<file path="config.mk">
export PLATFORM = sky130hd
export DESIGN_NAME = rrrt_ctrl
export DESIGN_NICKNAME = d
export VERILOG_FILES = /design/src/rrrt_pkg.sv /design/src/rrrt_ctrl.sv
export SDC_FILE = /design/constraint.sdc
export NUM_CORES = 1
export LEC_CHECK = 0
export BUFFER_PORTS_ARGS = -buffer_cell sky130_fd_sc_hd__buf_2
export CAP_MARGIN = 20
export CORE_AREA = 4 4 41 43
export CTS_CLUSTER_SIZE = 12
export DETAILED_ROUTE_END_ITERATION = 10
export DIE_AREA = 0 0 45 47
export PLACE_DENSITY = 0.78
export RECOVER_POWER = 50
export SLEW_MARGIN = 20
export SYNTH_ARGS = -nofsm -noshare
export SYNTH_HDL_FRONTEND = slang
export SYNTH_SLANG_ARGS = --single-unit
export TNS_END_PERCENT = 10
</file>
<file path="constraint.sdc">
create_clock -name clock -period 3.2 [get_ports clock]
set_clock_uncertainty 0.05 [all_clocks]
set_input_delay 0.48 -clock clock [delete_from_list [all_inputs] [get_ports clock]]
set_output_delay 0.48 -clock clock [all_outputs]
set_load 0.01 [all_outputs]
</file>
<file path="src/rrrt_pkg.sv">
// Shared types and constants for the rect_range_reduce_tree block.
// Used by the controller, the datapath and the top level. No dependencies.
package rrrt_pkg;

   typedef enum logic [1:0] {
      CMD_SET    = 2'd0,
      CMD_GET    = 2'd1,
      CMD_REDUCE = 2'd2,
      CMD_CLEAR  = 2'd3
   } cmd_type;

   typedef enum logic [2:0] {
      MODE_SUM = 3'd0,
      MODE_MIN = 3'd1,
      MODE_MAX = 3'd2,
      MODE_XOR = 3'd3,
      MODE_AND = 3'd4,
      MODE_OR  = 3'd5
   } mode_type;

   localparam logic CSR_MODE     = 1'b0;
   localparam logic CSR_IDENTITY = 1'b1;

   typedef enum logic [3:0] {
      ST_IDLE,
      ST_CLEAR,
      ST_SET_LEAF,
      ST_SET_RD_A,
      ST_SET_RD_B,
      ST_SET_WR,
      ST_GET_RD,
      ST_GET_WAIT,
      ST_Q_NEXT,
      ST_Q_RD,
      ST_Q_WAIT,
      ST_Q_ACC,
      ST_OUT
   } state_type;

   // Commands from the controller to the datapath
   typedef struct packed {
      logic start;       // latch request fields
      logic clr_step;    // write identity at the clear pointer and advance
      logic set_leaf;    // write new value into leaf, init walk
      logic rd_a;        // read first child
      logic rd_b;        // read second child
      logic set_wr;      // write combined node and advance walk
      logic get_rd;      // read leaf for get
      logic get_cap;     // capture get result
      logic q_next;      // pick next query term
      logic q_rd;        // read selected term
      logic q_acc;       // accumulate term
      logic out_load;    // load result register
   } cmd_bus_type;

   // Status from the datapath back to the controller
   typedef struct packed {
      logic clr_done;
      logic set_valid;   // set target inside grid
      logic set_done;    // walk finished
      logic q_have;      // a term was selected
      logic q_done;      // query finished
   } sts_bus_type;

endpackage

</file>
<file path="src/rrrt_ctrl.sv">
// Controller state machine for rect_range_reduce_tree.
// Depends on rrrt_pkg; drives the datapath by command bus only.
module rrrt_ctrl (
   input  logic                  clock,
   input  logic                  reset,
   input  logic                  req_valid,
   input  rrrt_pkg::cmd_type     req_command,
   output logic                  req_stall,
   output logic                  rsp_valid,
   input  logic                  rsp_stall,
   output rrrt_pkg::cmd_bus_type cmd,
   input  rrrt_pkg::sts_bus_type sts
);

   rrrt_pkg::state_type state_ff, state_in;
   logic                rsp_valid_ff, rsp_valid_in;
   logic                accept;
   logic                out_free;

   assign accept    = req_valid && !req_stall;
   assign rsp_valid = rsp_valid_ff;
   // Take a new transaction whenever idle; a waiting result sits in the output register
   assign req_stall = (state_ff != rrrt_pkg::ST_IDLE);
   // Output register can take a new result this cycle
   assign out_free  = !rsp_valid_ff || !rsp_stall;

   // Next state
   always_comb begin
      state_in = state_ff;
      case (state_ff)
         rrrt_pkg::ST_IDLE: begin
            if (accept) begin
               case (req_command)
                  rrrt_pkg::CMD_SET:    state_in = rrrt_pkg::ST_SET_LEAF;
                  rrrt_pkg::CMD_GET:    state_in = rrrt_pkg::ST_GET_RD;
                  rrrt_pkg::CMD_REDUCE: state_in = rrrt_pkg::ST_Q_NEXT;
                  default:              state_in = rrrt_pkg::ST_CLEAR;
               endcase
            end
         end
         rrrt_pkg::ST_CLEAR:    if (sts.clr_done) state_in = rrrt_pkg::ST_IDLE;
         rrrt_pkg::ST_SET_LEAF: begin
            if (!sts.set_valid || sts.set_done) state_in = rrrt_pkg::ST_IDLE;
            else state_in = rrrt_pkg::ST_SET_RD_A;
         end
         rrrt_pkg::ST_SET_RD_A: state_in = rrrt_pkg::ST_SET_RD_B;
         rrrt_pkg::ST_SET_RD_B: state_in = rrrt_pkg::ST_SET_WR;
         rrrt_pkg::ST_SET_WR: begin
            if (sts.set_done) state_in = rrrt_pkg::ST_IDLE;
            else state_in = rrrt_pkg::ST_SET_RD_A;
         end
         rrrt_pkg::ST_GET_RD:   state_in = rrrt_pkg::ST_GET_WAIT;
         rrrt_pkg::ST_GET_WAIT: state_in = rrrt_pkg::ST_OUT;
         rrrt_pkg::ST_Q_NEXT: begin
            if (sts.q_done) state_in = rrrt_pkg::ST_OUT;
            else if (sts.q_have) state_in = rrrt_pkg::ST_Q_RD;
         end
         rrrt_pkg::ST_Q_RD:   state_in = rrrt_pkg::ST_Q_WAIT;
         rrrt_pkg::ST_Q_WAIT: state_in = rrrt_pkg::ST_Q_ACC;
         rrrt_pkg::ST_Q_ACC:  state_in = rrrt_pkg::ST_Q_NEXT;
         rrrt_pkg::ST_OUT:    if (out_free) state_in = rrrt_pkg::ST_IDLE;
         default:             state_in = rrrt_pkg::ST_IDLE;
      endcase
   end

   // Command outputs
   always_comb begin
      cmd = '0;
      cmd.start = accept;
      case (state_ff)
         rrrt_pkg::ST_CLEAR:    cmd.clr_step = 1'b1;
         rrrt_pkg::ST_SET_LEAF: cmd.set_leaf = sts.set_valid;
         rrrt_pkg::ST_SET_RD_A: cmd.rd_a     = 1'b1;
         rrrt_pkg::ST_SET_RD_B: cmd.rd_b     = 1'b1;
         rrrt_pkg::ST_SET_WR:   cmd.set_wr   = 1'b1;
         rrrt_pkg::ST_GET_RD:   cmd.get_rd   = 1'b1;
         rrrt_pkg::ST_GET_WAIT: cmd.get_cap  = 1'b1;
         rrrt_pkg::ST_Q_NEXT:   cmd.q_next   = 1'b1;
         rrrt_pkg::ST_Q_RD:     cmd.q_rd     = 1'b1;
         rrrt_pkg::ST_Q_ACC:    cmd.q_acc    = 1'b1;
         rrrt_pkg::ST_OUT:      cmd.out_load = out_free;
         default: ;
      endcase
   end

   // Result valid: raise on load, drop when taken
   always_comb begin
      rsp_valid_in = rsp_valid_ff;
      if (rsp_valid_ff && !rsp_stall) rsp_valid_in = 1'b0;
      if (cmd.out_load) rsp_valid_in = 1'b1;
   end

   always_ff @(posedge clock) begin
      if (reset) begin
         state_ff     <= rrrt_pkg::ST_CLEAR;
         rsp_valid_ff <= 1'b0;
      end else begin
         state_ff     <= state_in;
         rsp_valid_ff <= rsp_valid_in;
      end
   end

endmodule

</file>
==> summary.txt, run 1 <==
Status
  – Outcome: completed

Critical path
  – Depth of the most critical reg-to-reg path: 6
  – Origin of the critical flop-to-flop path: state_ff[2]
  – Critical Path RT: 2.67 ns
  – CP arrival: 1.51 ns
  – Critical Path Source Type: register
  – R2r setup slk: 1.34 ns
  – Max FO, Critical Path: 7
  – Crit end category: output pin
  – R2R Path End: state_ff[2]
  – WS Path Type: register to output pin

Synthesis
  – EDFF count, synth: 0
  – Syn Area/Cell: about 7.6 um2
  – Syn Inst Count: 74
  – Synth top area share: 17.8%
  – Netlist Area Pre-Place: 563 um2
  – Primary FF master, synth: dfxtp_1
  – Syn. warnings: 0
  – Yosys cell types: 37
  – Synth area leaders: dfxtp_1 18%, ha_1 11%, a21oi_1 6.2%
  – Yosys reg bits: 5
  – Yosys top cell by area: dfxtp_1
  – Net count after synthesis: 90
  – Sequential element share of the synthesized area: 17.8%
  – Ys async rst share: 0%

Layout
  – # diodes: 0
  – Share of cells above drive strength 1: around a quarter
  – Nets@finish: 113
  – Area Overhead vs Synth: 20.2%

GRT
  – Initial antenna violation count: 0
  – Largest net degree at the start of global routing: 18
  – Vias in the first global route: 532
  – First-pass GRT wire length: 2170 um
  – Global route overflow: 0
  – Total GRT Usage: between 10% and 20%

Route
  – Initial DRC count: 15
  – Residual DRC: 0
  – Vias/cell: between 5 and 6
  – Via Count: 582
  – Antenna viol nets, final: 0
  – Routed len/inst: 12.9 um
  – DRT Pass-1 Iters: 4
  – Total Wirelength: roughly 1400 um

Pwr
  – PwrDens: 296 mW/mm2
  – Peak supply drop: roughly 0.22 mV
  – Lkg Pwr: 0.358 nW

Timing
  – Final setup TNS: 0 ns
  – Setup repair after global routing missed its margin: false
  – Slew HR: about two thirds
  – Fmax: roughly 490 MHz
  – Tmin final: a little over 2 ns
  – Fin. max-slew vios: 0
  – Part of the cycle the worst path needs: a little under two thirds
  – Fin. Hold Viols: 0
  – Worst slew pin tran: 0.495 ns
  – Finish-stage setup viols: 0
  – Hold slack: 0.429 ns

Clock tree
  – CTS Buffer Depth: 2
  – TritonCTS Buffers: 3
  – Hold bufs inserted after CTS: 0
  – Clock transition at path regs: 0.04 ns
  – Resize count post-CTS: 0
  – CTS H-tree lvls: 1
  – Postcts setup bufs: 0
  – Root Buffer Master: clkbuf_4
  – Sink Count: 5
  – Clock latency on the worst-skew pair: 0.24 ns
  – CTS tree: built

Floorplan
  – Row count: 13
  – Die W: 45 um
  – Starting density of the core: 43.3%
  – Die height: 47 um
  – Core Footprint: 0.00130 mm2
  – DIE AREA: 0.00212 mm2
  – I/O pin count: 25

Hold path
  – WHS Endpoint: rsp_valid
  – HP Class: input port to register
  – Hold path cells: 2
  – Hold_sp: reset

Run
  – Max_cap viols: 0

Place
  – GPL Wtd Cong: 0.904
  – HPWL Detailed: 1070 um
  – Count of buffers from port buffering: 24
==> Yosys cell counts (2+ instances only) <==
library cell and count:
nor3_1 2, a21oi_1 7, nor2_1 3, and3_1 4, buf_4 3, nand2_1 4, and2_1 4, inv_1 7
nor2b_1 2, dfxtp_1 5, o21ai_0 3, ha_1 5
==> cell families (layout without fill, tap and decap cells) <==
family                     after synthesis  after routing  synth area share (%)
adders and majority gates                5              5                  11.1
buffers and inverters                   13             35                  12.2
DFF                                      5              5                  17.8
muxes                                    1              1                  1.78
and+or+nand+nor                         31             31                  35.3
AOI/OAI and AO/OA                       19             19                  21.8
==> per-stage QoR <==
| step | utilization (%) | std cells | power, mW | instance area [um2] | setup slack (ns) |
|---|---|---|---|---|---|
| after floorplan | - | 74 | 0.112 | 563 | 1.42 |
| after detailed placement | 50.7 | 107 | 0.128 | 659 | 1.40 |
| after global routing | 52.0 | 111 | 0.216 | 677 | 1.04 |
| after CTS | 52.7 | 111 | 0.202 | 686 | 1.18 |
| final | 52.0 | 111 | 0.200 | 677 | 1.16 |
| after global placement | 50.7 | 107 | 0.127 | 659 | 1.46 |
==> placed cells by master, fill, tap and decap left out, types with 3 or more instances in the layout <==
| cell | n |
|---|---|
| and3_1 | 4 |
| buf_2 | 19 |
| clkbuf_4 | 3 |
| ha_1 | 5 |
| nand2_1 | 4 |
| inv_1 | 7 |
| clkbuf_1 | 6 |
| dfxtp_1 | 5 |
| and2_1 | 4 |
| nor2_1 | 3 |
| o21ai_0 | 3 |
| a21oi_1 | 7 |
==> worst max-delay path, stage by stage, from the launching register on <==
cell	delay, ns
dfxtp_1	0.33
inv_1	0.11
ha_1	0.28
nor3b_1	0.34
buf_2	0.20
==> registers in the layout (all words and copies together), names as in the netlist <==
| signal | flops |
|---|---|
| rsp_valid | 1 |
| state_ff | 4 |
==> layer usage <==
metal | vias up | track usage [%] | wire (um)
met5 | - | 0 | 0
met4 | 0 | 4.09 | 0
li1 | 308 | - | -
met3 | 0 | 6.51 | 120
met1 | 250 | 15.5 | 623
met2 | 24 | 24.9 | 683
==> area by class of cell <==
type | instances | area (um2)
fill | 135 | 624
multi-input combinational | 56 | 392
sequential | 5 | 100
timing repair buffer | 24 | 114
inverter | 7 | 26.3
tap | 15 | 18.8
clock buffer | 4 | 26.3
==> power by group <==
part           leakage, nW  switching, mW  internal, mW
combinational        0.303         0.0304        0.0245
clock               0.0150         0.0259        0.0472
sequential          0.0407        0.00721        0.0651
==> how the worst max path moves through the flow <==
stage | from | to | slack (ns) | cells past startpoint
5_1_grt | state_ff[2] | cmd[3] | 1.04 | 4
6_report | state_ff[2] | cmd[3] | 1.16 | 4
3_5_place_dp | state_ff[2] | state_ff[2] | 1.40 | 6
2_1_floorplan | state_ff[2] | state_ff[3] | 1.42 | 6
3_3_place_gp | state_ff[2] | state_ff[2] | 1.46 | 6
4_1_cts | state_ff[2] | cmd[3] | 1.18 | 4
Power figures use the tool's default switching activity.
==> inputs of run 2 (changes only) <==
Clock period 3.2 ns to 1.9 ns, I/O delays scaled along.
==> run 2 against run 1 <==
Effect of this change: combinational power is 91% higher; critical path type unchanged; critical endpoint is now cmd[4]; sequential power is 62% higher; count of clock-buffer cells in the layout stayed put.
==> summary.txt, run 2 (synthesis gave the netlist of run 1 again) <==
Clock tree
  – CTS Buffer Depth: 2 (unchanged)
  – Root Buffer Master: clkbuf_4 (unchanged)
  – Resize count post-CTS: 0 (unchanged)
  – Hold bufs inserted after CTS: 0 (unchanged)
  – Sink Count: 5 (unchanged)
  – CTS H-tree lvls: 1 (unchanged)
  – Clock transition at path regs: 0.04 ns (about the same)
  – CTS tree: built (unchanged)
  – Clock latency on the worst-skew pair: 0.24 ns (about the same)
  – Postcts setup bufs: 0 (unchanged)
  – TritonCTS Buffers: 3 (unchanged)

Layout
  – Share of cells above drive strength 1: 33.0% (was 25.0%)
  – Largest Register: state_ff (unchanged)
  – Area occupied by multi-input gates: 409 um2 (was 392 um2)
  – Area Overhead vs Synth: 28.0% (was 20.2%)
  – # diodes: 0 (unchanged)
  – Max reg flops: 4 (unchanged)
  – Commonest cells after routing, fill and taps aside: 21 x buf_2, 7 x a21oi_1, 7 x inv_1, 5 x clkbuf_1, 5 x dfxtp_1 (was 19 x buf_2, 7 x a21oi_1, 7 x inv_1, 6 x clkbuf_1)
  – Register area: 100 um2 (unchanged)
  – Commonest non-fill, non-tap cell in the layout: buf_2 (unchanged)
  – # fillers: 134 (was 135)
  – Fin util: 55.4% (was 52.0%)
  – Nets@finish: 117 (was 113)

Critical path
  – WP buf/inv: 2 (unchanged)
  – Worst path slowest cell: dfxtp_1 (was nor3b_1)
  – Critical Path RT: 1.56 ns (was 2.67 ns)
  – Crit end category: output pin (unchanged)
  – Depth of the most critical reg-to-reg path: 7 (was 6)
  – Crit. path cell count: 3 (was 4)
  – CP most frequent cell: clkbuf_1
  – Max FO, Critical Path: 9 (was 7)
  – CP delay by family, top: flip-flops (was simple AND/OR/NAND/NOR gates)
  – CP arrival: 1.44 ns (was 1.51 ns)
  – Critical Path Max Stage Delay: 0.50 ns (was 0.34 ns)
  – CP cell instances: clkbuf_1 -> and3_1 -> clkbuf_1 (was inv_1 -> ha_1 -> nor3b_1 -> buf_2)
  – WS Path Type: register to output pin (unchanged)
  – Critical Path Source Type: register (unchanged)

Place
  – HPWL Detailed: 1210 um (was 1070 um)
  – Count of buffers from port buffering: 24 (unchanged)
  – GPL Wtd Cong: 0.804 (was 0.904)

GRT
  – Total GRT Usage: 15.1% (was 14.2%)
  – Vias in the first global route: 578 (was 532)
  – Initial antenna violation count: 0 (unchanged)
  – First-pass GRT wire length: 2370 um (was 2170 um)
  – Global route overflow: 0 (unchanged)
  – Largest net degree at the start of global routing: 15 (was 18)

Route
  – Total Wirelength: 1550 um (was 1430 um)
  – Antenna viol nets, final: 0 (unchanged)
  – Wire length on met3: 87 um (was 120 um)
  – Via Count: 646 (was 582)
  – Residual DRC: 0 (unchanged)
  – Routed len/inst: 13.5 um (was 12.9 um)
  – Met2 WL: 804 um (was 683 um)
  – Initial DRC count: 21 (was 15)
  – Met1 WL: 602 um (was 623 um)
  – DRT Pass-1 Iters: 4 (unchanged)
  – DR top layer: met4 (was met3)
  – Vias/cell: 5.62 (was 5.24)

Pwr
  – PwrDens: 480 mW/mm2 (was 296 mW/mm2)
  – Pwr Total: 0.346 mW (was 0.200 mW)
  – Peak supply drop: 0.391 mV (was 0.224 mV)
  – Lkg Pwr: 0.386 nW (was 0.358 nW)

Floorplan
  – Core Footprint: 0.00130 mm2 (unchanged)
  – I/O pin count: 25 (unchanged)
  – Die height: 47 um (unchanged)
  – Row count: 13 (unchanged)
  – DIE AREA: 0.00212 mm2 (unchanged)
  – Die W: 45 um (unchanged)
  – Starting density of the core: 43.3% (unchanged)

Timing
  – Fin. Hold Viols: 0 (unchanged)
  – Slew HR: 73.9% (was 66.9%)
  – Part of the cycle the worst path needs: 93.2%
  – Setup repair after global routing missed its margin: false (unchanged)
  – Fin. max-slew vios: 0 (unchanged)
  – Worst slew pin tran: 0.386 ns (was 0.495 ns)
  – Tmin final: 1.77 ns
  – Finish-stage setup viols: 0 (unchanged)
  – Fmax: between 500 and 600 MHz
  – Final setup TNS: 0 ns (unchanged)

Hold path
  – Hold path cells: 2 (unchanged)
  – HP Class: input port to register (unchanged)

Run
  – Max_cap viols: 0 (unchanged)

Status
  – Outcome: completed (unchanged)
## run 2: changes by cell type in the layout (fill, tap and decap cells not counted)
| cell | before | now |
|---|---|---|
| a32oi_1 | 1 | 0 |
| a32oi_2 | 0 | 1 |
| and2_0 | 0 | 2 |
| and2_1 | 4 | 2 |
| buf_2 | 19 | 21 |
| buf_4 | 0 | 2 |
| clkbuf_1 | 6 | 5 |
| clkbuf_2 | 0 | 1 |
| ha_1 | 5 | 4 |
| ha_2 | 0 | 1 |
| nor3b_1 | 1 | 0 |
| nor3b_2 | 0 | 1 |
| or3b_1 | 1 | 0 |
| or3b_4 | 0 | 1 |
## run 2: layer usage
layer	global-route usage, %	vias up
li1	-	318
met3	5.36	8
met5	0	-
met2	25.7	23
met4	7.60	0
met1	16.7	297
## run 2: layout make-up
class | instances | area share [%]
multi-input cells | 56 | 56.8
repair buffers | 28 | 19.4
flip-flops and latches | 5 | 13.9
clock buffers | 4 | 3.65
inverters | 7 | 3.65
well taps | 15 | 2.60
## run 2: path summary, 6_finish.rpt
check,start,to,slack (ns)
max,state_ff[0],cmd[4],0.13
min,reset,rsp_valid,0.24
max reg2reg,state_ff[2],state_ff[0],0.17
min reg2reg,rsp_valid,rsp_valid,0.45
## run 2: metrics by stage
step	hold WS (ns)	area (um2)	worst slack, ns	cells
5_1_grt	0.258	721	0.0307	115
3_3_place_gp	0.428	689	0.185	111
3_5_place_dp	0.444	689	0.133	111
2_1_floorplan	0.304	563	0.119	74
6_report	0.243	721	0.129	115
4_1_cts	0.238	716	0.126	115
## run 2: power by group
group | internal, mW | total [mW] | switching, mW
combinational | 0.0461 | 0.105 | 0.0594
clock | 0.0794 | 0.123 | 0.0437
sequential | 0.110 | 0.117 | 0.00749
total | 0.235 | 0.346 | 0.111
